--- src/design/rsps_pkg.sv ---
// Package for the permutation shuffle block: operation codes and sequencer state type.
// No dependencies; imported by rejection_sampled_permutation_shuffle_top, shuffle_result_checker and the testbench top.
package rsps_pkg;

    localparam logic [1:0] OP_START = 2'd0;
    localparam logic [1:0] OP_WORD  = 2'd1;
    localparam logic [1:0] OP_READ  = 2'd2;

    localparam int WORD_BITS = 64;

    typedef enum logic [5:0] {
        ST_IDLE    = 6'b000001,
        ST_FILL    = 6'b000010,
        ST_SCAN    = 6'b000100,
        ST_SWAP_WA = 6'b001000,
        ST_SWAP_WB = 6'b010000,
        ST_RESULT  = 6'b100000
    } state_t;

endpackage

--- src/design/rejection_sampled_permutation_shuffle_top.sv ---
// Random permutation builder, one item in flight. A start transfer writes the store with
// the identity, one entry a cycle. A random word is taken in 8-bit chunks, seven per word:
// a rejected chunk is dropped, an accepted one is swapped (read both entries, then write
// each back in turn, as the store has a single write port). A read takes its entry from a
// registered read port. The input stalls while an item is at work; a finished result waits
// in the output register and does not block the next transfer. Results follow item order,
// one per item.
// Depends on rsps_pkg.
module rejection_sampled_permutation_shuffle_top
    import rsps_pkg::*;
#(
    parameter int PERM_SIZE = 252,
    parameter int POS_WIDTH = 8
)
(
    input  logic        clk,
    input  logic        rst_n,
    input  logic        in_valid,
    output logic        in_stall,
    input  logic [1:0]  operation,
    input  logic [63:0] random_word,
    input  logic [7:0]  read_index,
    output logic        out_valid,
    input  logic        out_stall,
    output logic        finished,
    output logic [7:0]  positions_filled,
    output logic [7:0]  entry_value
);

    localparam int IDX_W  = (PERM_SIZE > 1) ? $clog2(PERM_SIZE) : 1;
    localparam int CNT_W  = $clog2(PERM_SIZE + 1);
    localparam int CHUNKS = (WORD_BITS / POS_WIDTH) - 1;
    localparam int CH_W   = $clog2(CHUNKS + 1);

    state_t                 state_reg, state_next;
    logic [CNT_W-1:0]       pos_reg, pos_next;
    logic [IDX_W-1:0]       fill_reg, fill_next;
    logic [IDX_W-1:0]       part_reg, part_next;
    logic [WORD_BITS-1:0]   word_reg, word_next;
    logic [CH_W-1:0]        chunk_cnt_reg, chunk_cnt_next;
    logic                   is_read_reg, is_read_next;
    logic                   out_valid_reg, out_valid_next;
    logic                   finished_reg, finished_next;
    logic [7:0]             filled_reg, filled_next;
    logic [7:0]             entry_reg, entry_next;

    // store and its two registered read ports
    logic [IDX_W-1:0]       mem [PERM_SIZE];
    logic [IDX_W-1:0]       rd_a_reg, rd_b_reg;
    logic [IDX_W-1:0]       rd_addr_a, rd_addr_b;
    logic                   rd_en;
    logic                   wr_en;
    logic [IDX_W-1:0]       wr_addr, wr_data;

    logic                   in_xfer;
    logic                   out_free;
    logic                   pos_done;
    logic [POS_WIDTH-1:0]   chunk;
    logic                   chunk_ok;

    assign in_xfer  = in_valid && (state_reg == ST_IDLE);
    assign out_free = !out_valid_reg || !out_stall;
    assign pos_done = (pos_reg == CNT_W'(PERM_SIZE));
    assign chunk    = word_reg[POS_WIDTH-1:0];
    assign chunk_ok = (32'(chunk) < 32'(PERM_SIZE));

    always_ff @(posedge clk)
    begin
        if (wr_en)
        begin
            mem[wr_addr] <= wr_data;
        end
        if (rd_en)
        begin
            rd_a_reg <= mem[rd_addr_a];
            rd_b_reg <= mem[rd_addr_b];
        end
    end

    always_comb
    begin
        rd_en     = 1'b0;
        rd_addr_a = IDX_W'(pos_reg);
        rd_addr_b = IDX_W'(chunk);
        wr_en     = 1'b0;
        wr_addr   = fill_reg;
        wr_data   = fill_reg;
        if (state_reg == ST_IDLE)
        begin
            rd_en     = in_xfer && (operation == OP_READ);
            rd_addr_a = IDX_W'(read_index);
        end
        else if (state_reg == ST_SCAN)
        begin
            rd_en = 1'b1;
        end
        else if (state_reg == ST_FILL)
        begin
            wr_en = 1'b1;
        end
        else if (state_reg == ST_SWAP_WA)
        begin
            wr_en   = 1'b1;
            wr_addr = IDX_W'(pos_reg);
            wr_data = rd_b_reg;
        end
        else if (state_reg == ST_SWAP_WB)
        begin
            wr_en   = 1'b1;
            wr_addr = part_reg;
            wr_data = rd_a_reg;
        end
    end

    always_comb
    begin
        state_next     = state_reg;
        pos_next       = pos_reg;
        fill_next      = fill_reg;
        part_next      = part_reg;
        word_next      = word_reg;
        chunk_cnt_next = chunk_cnt_reg;
        is_read_next   = is_read_reg;
        out_valid_next = out_valid_reg && out_stall;
        finished_next  = finished_reg;
        filled_next    = filled_reg;
        entry_next     = entry_reg;

        unique case (state_reg)
            ST_IDLE:
            begin
                if (in_valid)
                begin
                    is_read_next = 1'b0;
                    unique case (operation)
                        OP_START:
                        begin
                            pos_next   = '0;
                            fill_next  = '0;
                            state_next = ST_FILL;
                        end
                        OP_WORD:
                        begin
                            word_next      = random_word;
                            chunk_cnt_next = '0;
                            state_next     = ST_SCAN;
                        end
                        OP_READ:
                        begin
                            is_read_next = (32'(read_index) < 32'(PERM_SIZE));
                            state_next   = ST_RESULT;
                        end
                        default:
                        begin
                            state_next = ST_RESULT;
                        end
                    endcase
                end
            end
            ST_FILL:
            begin
                fill_next = fill_reg + IDX_W'(1);
                if (fill_reg == IDX_W'(PERM_SIZE - 1))
                begin
                    state_next = ST_RESULT;
                end
            end
            ST_SCAN:
            begin
                if (pos_done || (chunk_cnt_reg == CH_W'(CHUNKS)))
                begin
                    state_next = ST_RESULT;
                end
                else
                begin
                    // drop the chunk either way; accepted ones go on to the swap
                    word_next      = word_reg >> POS_WIDTH;
                    chunk_cnt_next = chunk_cnt_reg + CH_W'(1);
                    part_next      = IDX_W'(chunk);
                    if (chunk_ok)
                    begin
                        state_next = ST_SWAP_WA;
                    end
                end
            end
            ST_SWAP_WA:
            begin
                state_next = ST_SWAP_WB;
            end
            ST_SWAP_WB:
            begin
                pos_next   = pos_reg + CNT_W'(1);
                state_next = ST_SCAN;
            end
            ST_RESULT:
            begin
                if (out_free)
                begin
                    out_valid_next = 1'b1;
                    finished_next  = pos_done;
                    filled_next    = 8'(pos_reg);
                    entry_next     = is_read_reg ? 8'(rd_a_reg) : 8'd0;
                    state_next     = ST_IDLE;
                end
            end
            default:
            begin
                state_next = ST_IDLE;
            end
        endcase
    end

    always_ff @(posedge clk or negedge rst_n)
    begin
        if (!rst_n)
        begin
            state_reg     <= ST_IDLE;
            pos_reg       <= '0;
            out_valid_reg <= 1'b0;
        end
        else
        begin
            state_reg     <= state_next;
            pos_reg       <= pos_next;
            out_valid_reg <= out_valid_next;
        end
    end

    always_ff @(posedge clk)
    begin
        fill_reg      <= fill_next;
        part_reg      <= part_next;
        word_reg      <= word_next;
        chunk_cnt_reg <= chunk_cnt_next;
        is_read_reg   <= is_read_next;
        finished_reg  <= finished_next;
        filled_reg    <= filled_next;
        entry_reg     <= entry_next;
    end

    assign in_stall         = (state_reg != ST_IDLE);
    assign out_valid        = out_valid_reg;
    assign finished         = finished_reg;
    assign positions_filled = filled_reg;
    assign entry_value      = entry_reg;

`ifndef NO_ASSERTIONS
    a_pos_bound: assert property (@(posedge clk) disable iff (!rst_n)
        32'(pos_reg) <= PERM_SIZE)
        else $error("position counter beyond store size");

    a_result_src: assert property (@(posedge clk) disable iff (!rst_n)
        $rose(out_valid_reg) |-> $past(state_reg == ST_RESULT))
        else $error("result loaded outside the result state");

    a_swap_adv: assert property (@(posedge clk) disable iff (!rst_n)
        (state_reg == ST_SWAP_WB) |=> (pos_reg == $past(pos_reg) + CNT_W'(1)))
        else $error("position did not advance after a swap");

    a_swap_pos: assert property (@(posedge clk) disable iff (!rst_n)
        (state_reg == ST_SWAP_WA) |-> (32'(pos_reg) < PERM_SIZE))
        else $error("swap started on a finished permutation");
`endif

endmodule

--- config.mk ---
export PLATFORM = sky130hd
export DESIGN_NAME = rejection_sampled_permutation_shuffle_top
export DESIGN_NICKNAME = d
export VERILOG_FILES = /design/src/design/rsps_pkg.sv /design/src/design/rejection_sampled_permutation_shuffle_top.sv
export SDC_FILE = /design/constraint.sdc
export NUM_CORES = 2
export LEC_CHECK = 0
export BUFFER_PORTS_ARGS = -buffer_cell sky130_fd_sc_hd__buf_4
export CAP_MARGIN = 20
export CORE_UTILIZATION = 25
export DETAILED_ROUTE_END_ITERATION = 6
export SYNTH_ARGS = -nofsm -noshare
export SYNTH_HDL_FRONTEND = slang
export SYNTH_SLANG_ARGS = --single-unit
--- constraint.sdc ---
create_clock -name clk -period 11.9 [get_ports clk]
set_input_delay 3.57 -clock clk [delete_from_list [all_inputs] [get_ports clk]]
set_output_delay 3.57 -clock clk [all_outputs]
set_load 0.03 [all_outputs]
# After elaboration in Yosys (flattened, before gate mapping)
# Memory sizes are Yosys's and may differ from the RTL's. A register that Yosys moved wholly into a read port is not among the register bits.
# Cells that the tools add are included.
[word_totals]
regBits = 116
out_inout_bits = 19
mem_bits_rw = 2016
mem_count = 1
word_cells = 96
in_bits = 78
latchBits = 0
mem_bits_ro = 0
[op_classes]
n_mux = 41
n_mul = 0
n_eq_ne = 19
bitwise = 1
shifts = 0
magnitude_cmp = 2
addsub = 3
div_mod_pow = 0
reduce_logical = 18
[mem_list]
columns = ["memory", "words", "width", "rd", "rd_clocked_by_memory_dff", "wr", "line", "text"]
rows = [
  ["mem", 252, 8, 2, 2, 1, "rejection_sampled_permutation_shuffle_top.sv:48", "logic [IDX_W-1:0] mem [PERM_SIZE];"],
]
[op_table]
columns = ["operator", "n"]
rows = [
  ["$mux 64", 3],
  ["$pmux 64 s2", 1],
  ["$mux 8", 13],
  ["$pmux 6 s6", 1],
  ["$pmux 8 s2", 2],
  ["$mux 6", 5],
  ["$add 8x1->8 const B", 2],
  ["$eq 8x8->1 const B", 2],
  ["$lt 8x8->1 const B", 2],
  ["$pmux 6 s2", 1],
  ["$mux 1", 11],
  ["$mux 3", 3],
  ["$reduce_and 4->1", 2],
  ["$eq 6x1->1 const B", 1],
  ["$eq 6x2->1 const B", 1],
  ["$eq 6x3->1 const B", 1],
  ["$eq 6x4->1 const B", 1],
  ["$eq 6x5->1 const B", 1],
  ["$eq 6x6->1 const B", 1],
  ["$ne 2x1->1 const B", 3],
  ["$ne 2x2->1 const B", 3],
  ["$ne 6x1->1 const B", 1],
  ["$pmux 3 s2", 1],
  ["$reduce_and 2->1", 3],
  ["12 further kinds", 19],
]

# Longest topological paths before layout
[depth]
depth_word = 8
ltp_mapped = 17
ltp_nobuf = 11

# Worst setup path before layout
# No wires, ideal clock.
[synth_timing]
path_type = "register to register"
from = "register state_reg[3]"
to = "memory mem[0][1] (netlist name) (data pin)"
period_less_slack_ns = 8.835
setup_time_ns = 1.372
path_slack_ns = 3.065
arrival_time_ns = 7.463
path_stages_with_launch = 8
required_time_ns = 10.528
path_buffers = 2
cell_sequence = "dfrtp_1 -> buf_6 -> nor4_1 -> nand3b_1 -> nand2_1 -> clkbuf_1 -> nor2_1 -> nor2_1"
[synth_via]
elab_chain_len = 6
elab_cells_between_ends = 10
cone_classes = "eq/ne: 5; mux: 5"
[synth_rtl]
columns = ["element", "line", "text"]
rows = [
  ["start: declaration", "rejection_sampled_permutation_shuffle_top.sv:35", "state_t state_reg, state_next;"],
  ["start signal: assignment", "rejection_sampled_permutation_shuffle_top.sv:223", "state_reg <= state_next;"],
  ["$eq 6x5->1", "rejection_sampled_permutation_shuffle_top.sv:107", "else if (state_reg == ST_SWAP_WB)"],
  ["$mux 8", "rejection_sampled_permutation_shuffle_top.sv:107", ""],
  ["$mux 8", "rejection_sampled_permutation_shuffle_top.sv:101", "else if (state_reg == ST_SWAP_WA)"],
  ["$mux 8", "rejection_sampled_permutation_shuffle_top.sv:97", "else if (state_reg == ST_FILL)"],
  ["$mux 8", "rejection_sampled_permutation_shuffle_top.sv:93", "else if (state_reg == ST_SCAN)"],
  ["$mux 8 (*)", "rejection_sampled_permutation_shuffle_top.sv:88", "if (state_reg == ST_IDLE)"],
  ["via wr_data[1]", "rejection_sampled_permutation_shuffle_top.sv:53", "logic [IDX_W-1:0] wr_addr, wr_data;"],
  ["end: declaration", "rejection_sampled_permutation_shuffle_top.sv:48", ""],
]
# Mark *: on every way through the listed nets, which the timed path passes. The rest lies on a longest branch.

# Worst setup path in the final report
[layout_timing]
from = "input port read_index[0]"
to = "register rd_a_reg[5] (read register of mem) (data pin)"
[layout_via]
elab_chain_len = 1
[layout_rtl]
columns = ["element", "line", "text"]
rows = [
  ["start: declaration", "rejection_sampled_permutation_shuffle_top.sv:22", "input logic [7:0] read_index,"],
  ["$mux 8", "rejection_sampled_permutation_shuffle_top.sv:88", ""],
  ["end: declaration", "rejection_sampled_permutation_shuffle_top.sv:49", "logic [IDX_W-1:0] rd_a_reg, rd_b_reg;"],
]
# No other way between the ends.
# A chain may end at the register's enable or synchronous reset.

==> out/qor.yml <==
synth:
  avgSynthCellArea_um2: 14.3
  yosysTopAreaCell: "edfxtp_1"
  syn_area_um2: 102000
  yosys.area.top_type_share_pct: 62.5
  yosys-top-cells-area: "edfxtp_1 63%, mux4_2 15%, nand2_1 5.4%"
  ys_ff_latch: 2148
  syn_inst: 7139
  dominantRegCellSynth: "edfxtp_1"
  synth_edf_count: 2133
  ys_async_sr_fraction_pct: 0.698
  yosysSeqAreaShare_pct: 62.9
  synth_fp_nets: 7222
  netlist-cell-type-count: 85
  yosys_warnings: 0
hold_path:
  hold_depth: 2
  hold_start: "state_reg[0]"
  hold_path.class: "flip-flop to flip-flop"
  hold-path-endpoint: "state_reg[0]"
clock_tree:
  cts_tree: "yes"
  numCtsBuffers: 224
  clock_latency_ps: 890
  cts.clk_slew.worst_paths_ps: 60
  cts.sinks: 2148
  cts_setup_buffers: 0
  cts_max_level: 4
  clockBufferDepth: 3
  cts_hold_buf: 0
  ctsResizeCount: 0
  cts_root_buffer: "clkbuf_16"
global_routing:
  grt_pass1_wl_mm: 518
  grt_pass1_vias: 68700
  grt_use_total_pct: 17.2
  grt_max_degree: 253
  grt-ovfl-total: 0
  antenna_found_initial: 30
floorplanning:
  die_h_um: 642
  die_area_um2: 412000
  core_um2: 407000
  ios: 97
  initial_utilization_pct: 25.2
  rows: 234
  die_w_um: 642
finish:
  areaGrowthSynthToFinish_pct: 14.6
  nFillCells: 40400
  fin_cells: 12800
  postLayoutCellArea_um2: 117000
  multiInputGateArea_um2: 35700
  largest_reg_flops: 2016
  fin_nets: 7209
  seq_area_um2: 64400
  drive_above_1_share_pct: 20.1
placement:
  place_area_um2: 110000
  place.gp.congestion: 0.890
  placed_cells: 12300
  port-buffer-count: 96
  hpwl_mm: 222
drt:
  drtIter0Drc: 10800
  vias_per_cell: 5.53
  wl_per_cell_um: 28.9
  ant_nets: 0
  drc: 3
  vias: 70500
  drtPass1Iterations: 7
  wl_mm: 369
status:
  outcome: "finished, violations left"
  violations: "DRC, slew limit"
timing:
  fmaxAchievable_ghz: 0.130
  maxSlewViolCount: 40
  fin_crit_ps: 7680
  hold_viol_final: 0
  grt_setup_unrepaired: "false"
  min_period_over_period_pct: 64.5
  final.setup_skew_ps: 49.3
  tns_ps: 0
  worstMarginPinSlew_ps: 1530
  finalSetupViolCount: 0
  slew-limit-headroom_pct: -1.96
power_and_ir_drop:
  power_switching_mw: 12.6
  power_frac_comb_pct: 45.0
  swShare_pct: 43.0
  clkPwrFrac_pct: 24.4
  p_int_mw: 16.7
  p_leak_nw: 37.1
  seq_power_share_pct: 30.6
  vdd_drop_max_mv: 0.437
  power_density_nw_per_um2: 250
flow_run:
  cap_viol_max_count: 0
critical_path:
  r2r_end: "rd_a_reg[5]"
  worstPathCellList: "buf_4 -> and3_1 -> nor2_4 -> buf_4 -> buf_12 -> and3_1 -> a311oi_1 -> o41ai_1 -> o21ai_0 -> a32oi_1 -> a211oi_1"
  critPathKind: "primary input to flip-flop"
  max_stage_delay_ps: 1170
  ff2ff_setup_slack_ps: 5800
  worstPathRequired_ps: 12480
  r2r_cells: 9
  start_kind: "primary input"
  arrival_ps: 8250
  slowest_stage: "a32oi_1"
  worstPathMaxFanout: 120
  worstSetupEndpointType: "flip-flop"
  worst-path-buf-inv: 3
  cp_top_family: "compound AO/OA/AOI/OAI gates"
  reg2reg_from: "state_reg[3]"
[placed cells by master (no fill, tap or decap), types with 12 or more instances in the layout]
master	Yosys	routed
clkinv_2	0	39
buf_6	18	43
o221ai_1	67	67
and3_1	145	145
o22ai_1	52	52
a32oi_1	14	14
a221oi_1	26	26
dfrtp_1	14	14
mux4_2	668	668
mux2i_1	238	235
nor3_1	91	91
nand4_1	33	33
a21oi_1	280	279
buf_4	17	258
a211oi_1	63	63
nand2_1	1486	1476
nand3_1	283	282
o21ai_0	100	98
clkinv_1	0	50
a311o_1	12	12
buf_12	0	26
nor2_1	329	319
edfxtp_1	2133	2133
or3_1	13	13
mux2_2	93	92
a22oi_1	18	18
nor4_1	24	22
bufinv_16	0	26
clkbuf_1	248	47
a2111oi_0	26	24
clkbuf_16	0	232
a311oi_1	60	60
diode_2	0	17
and2_1	18	17
a31oi_1	113	113
[logic make-up after synthesis]
| group | synth area share, % |
|---|---|
| xor+xnor | 0.0855 |
| simple gates | 10.2 |
| fa+ha+maj | 0.0611 |
| buf+inv | 2.54 |
| flops | 62.9 |
| compound gates | 6.11 |
| mux | 18.1 |
[worst min-delay path, cell delays in order (launching register included)]
cell and delay, ps:
dfstp_2 400, inv_1 70, a21oi_1 70
[worst max path at each step]
| stage | from | endpoint | slack, ps | cells past startpoint |
|---|---|---|---|---|
| 5_1_grt | read_index[0] | rd_a_reg[5] | 4430 | 11 |
| 3_3_place_gp | read_index[0] | rd_a_reg[4] | 3590 | 11 |
| 6_report | read_index[0] | rd_a_reg[5] | 4220 | 11 |
| 3_5_place_dp | read_index[0] | rd_a_reg[5] | 3700 | 11 |
| 2_1_floorplan | state_reg[3] | mem[0][1] | 3070 | 7 |
| 4_1_cts | read_index[0] | rd_a_reg[5] | 4610 | 11 |
[final cells by class]
class                           instances  area share, %
Sequential cell                      2148           54.9
Multi-Input combinational cell       4409           30.4
Tap cell                             5428           5.79
Clock buffer                          284           5.16
Timing Repair Buffer                  331           2.55
Clock inverter                        131           1.12
Inverter                               12         0.0426
Antenna cell                           17         0.0362
[per-layer routing]
metal  part of all wire, %  wire, um  track usage, %  up-vias
met2                    45    167000            26.7     5362
li1                      -         -               -    28100
met1                    35    130000            21.3    35800
met3                    13     47300            4.97     1250
met4                   6.7     24800            10.2       24
met5                 0.058       214               0        -
[power groups by stage]
stage          Sequential [mW]  Combinational [mW]  Clock [mW]
2_1_floorplan             9.17                7.45           0
3_5_place_dp              9.11                12.7           0
6_report                  8.95                13.2        7.14
4_1_cts                   8.95                12.7        7.17
3_3_place_gp              9.10                12.5           0
5_1_grt                   8.95                13.5        7.45
[cell usage after synthesis, types with 24 or more instances]
cell type,instances
edfxtp_1,2133
mux2i_1,238
nor2_1,329
a31oi_1,113
nand4_1,33
nor4_1,24
a221oi_1,26
a21oi_1,280
nand3_1,283
nand2_1,1486
buf_2,167
a311oi_1,60
mux4_2,668
mux2_2,93
clkbuf_1,248
and3_1,145
a211oi_1,63
a2111oi_0,26
o21ai_0,100
o221ai_1,67
o22ai_1,52
buf_1,119
nor3_1,91
[through the flow]
step / utilization [%] / total power [mW] / setup WS (ps) / hold WS (ps)
global route: 28.8 / 29.9 / 4430 / 553
global placement: 26.8 / 21.6 / 3590 / 521
floorplan: - / 16.6 / 3070 / 423
detailed placement: 27.0 / 21.8 / 3700 / 533
CTS: 28.8 / 28.8 / 4610 / 543
finish: 28.8 / 29.3 / 4220 / 546
No activity file was read; power rests on OpenSTA's default activity.
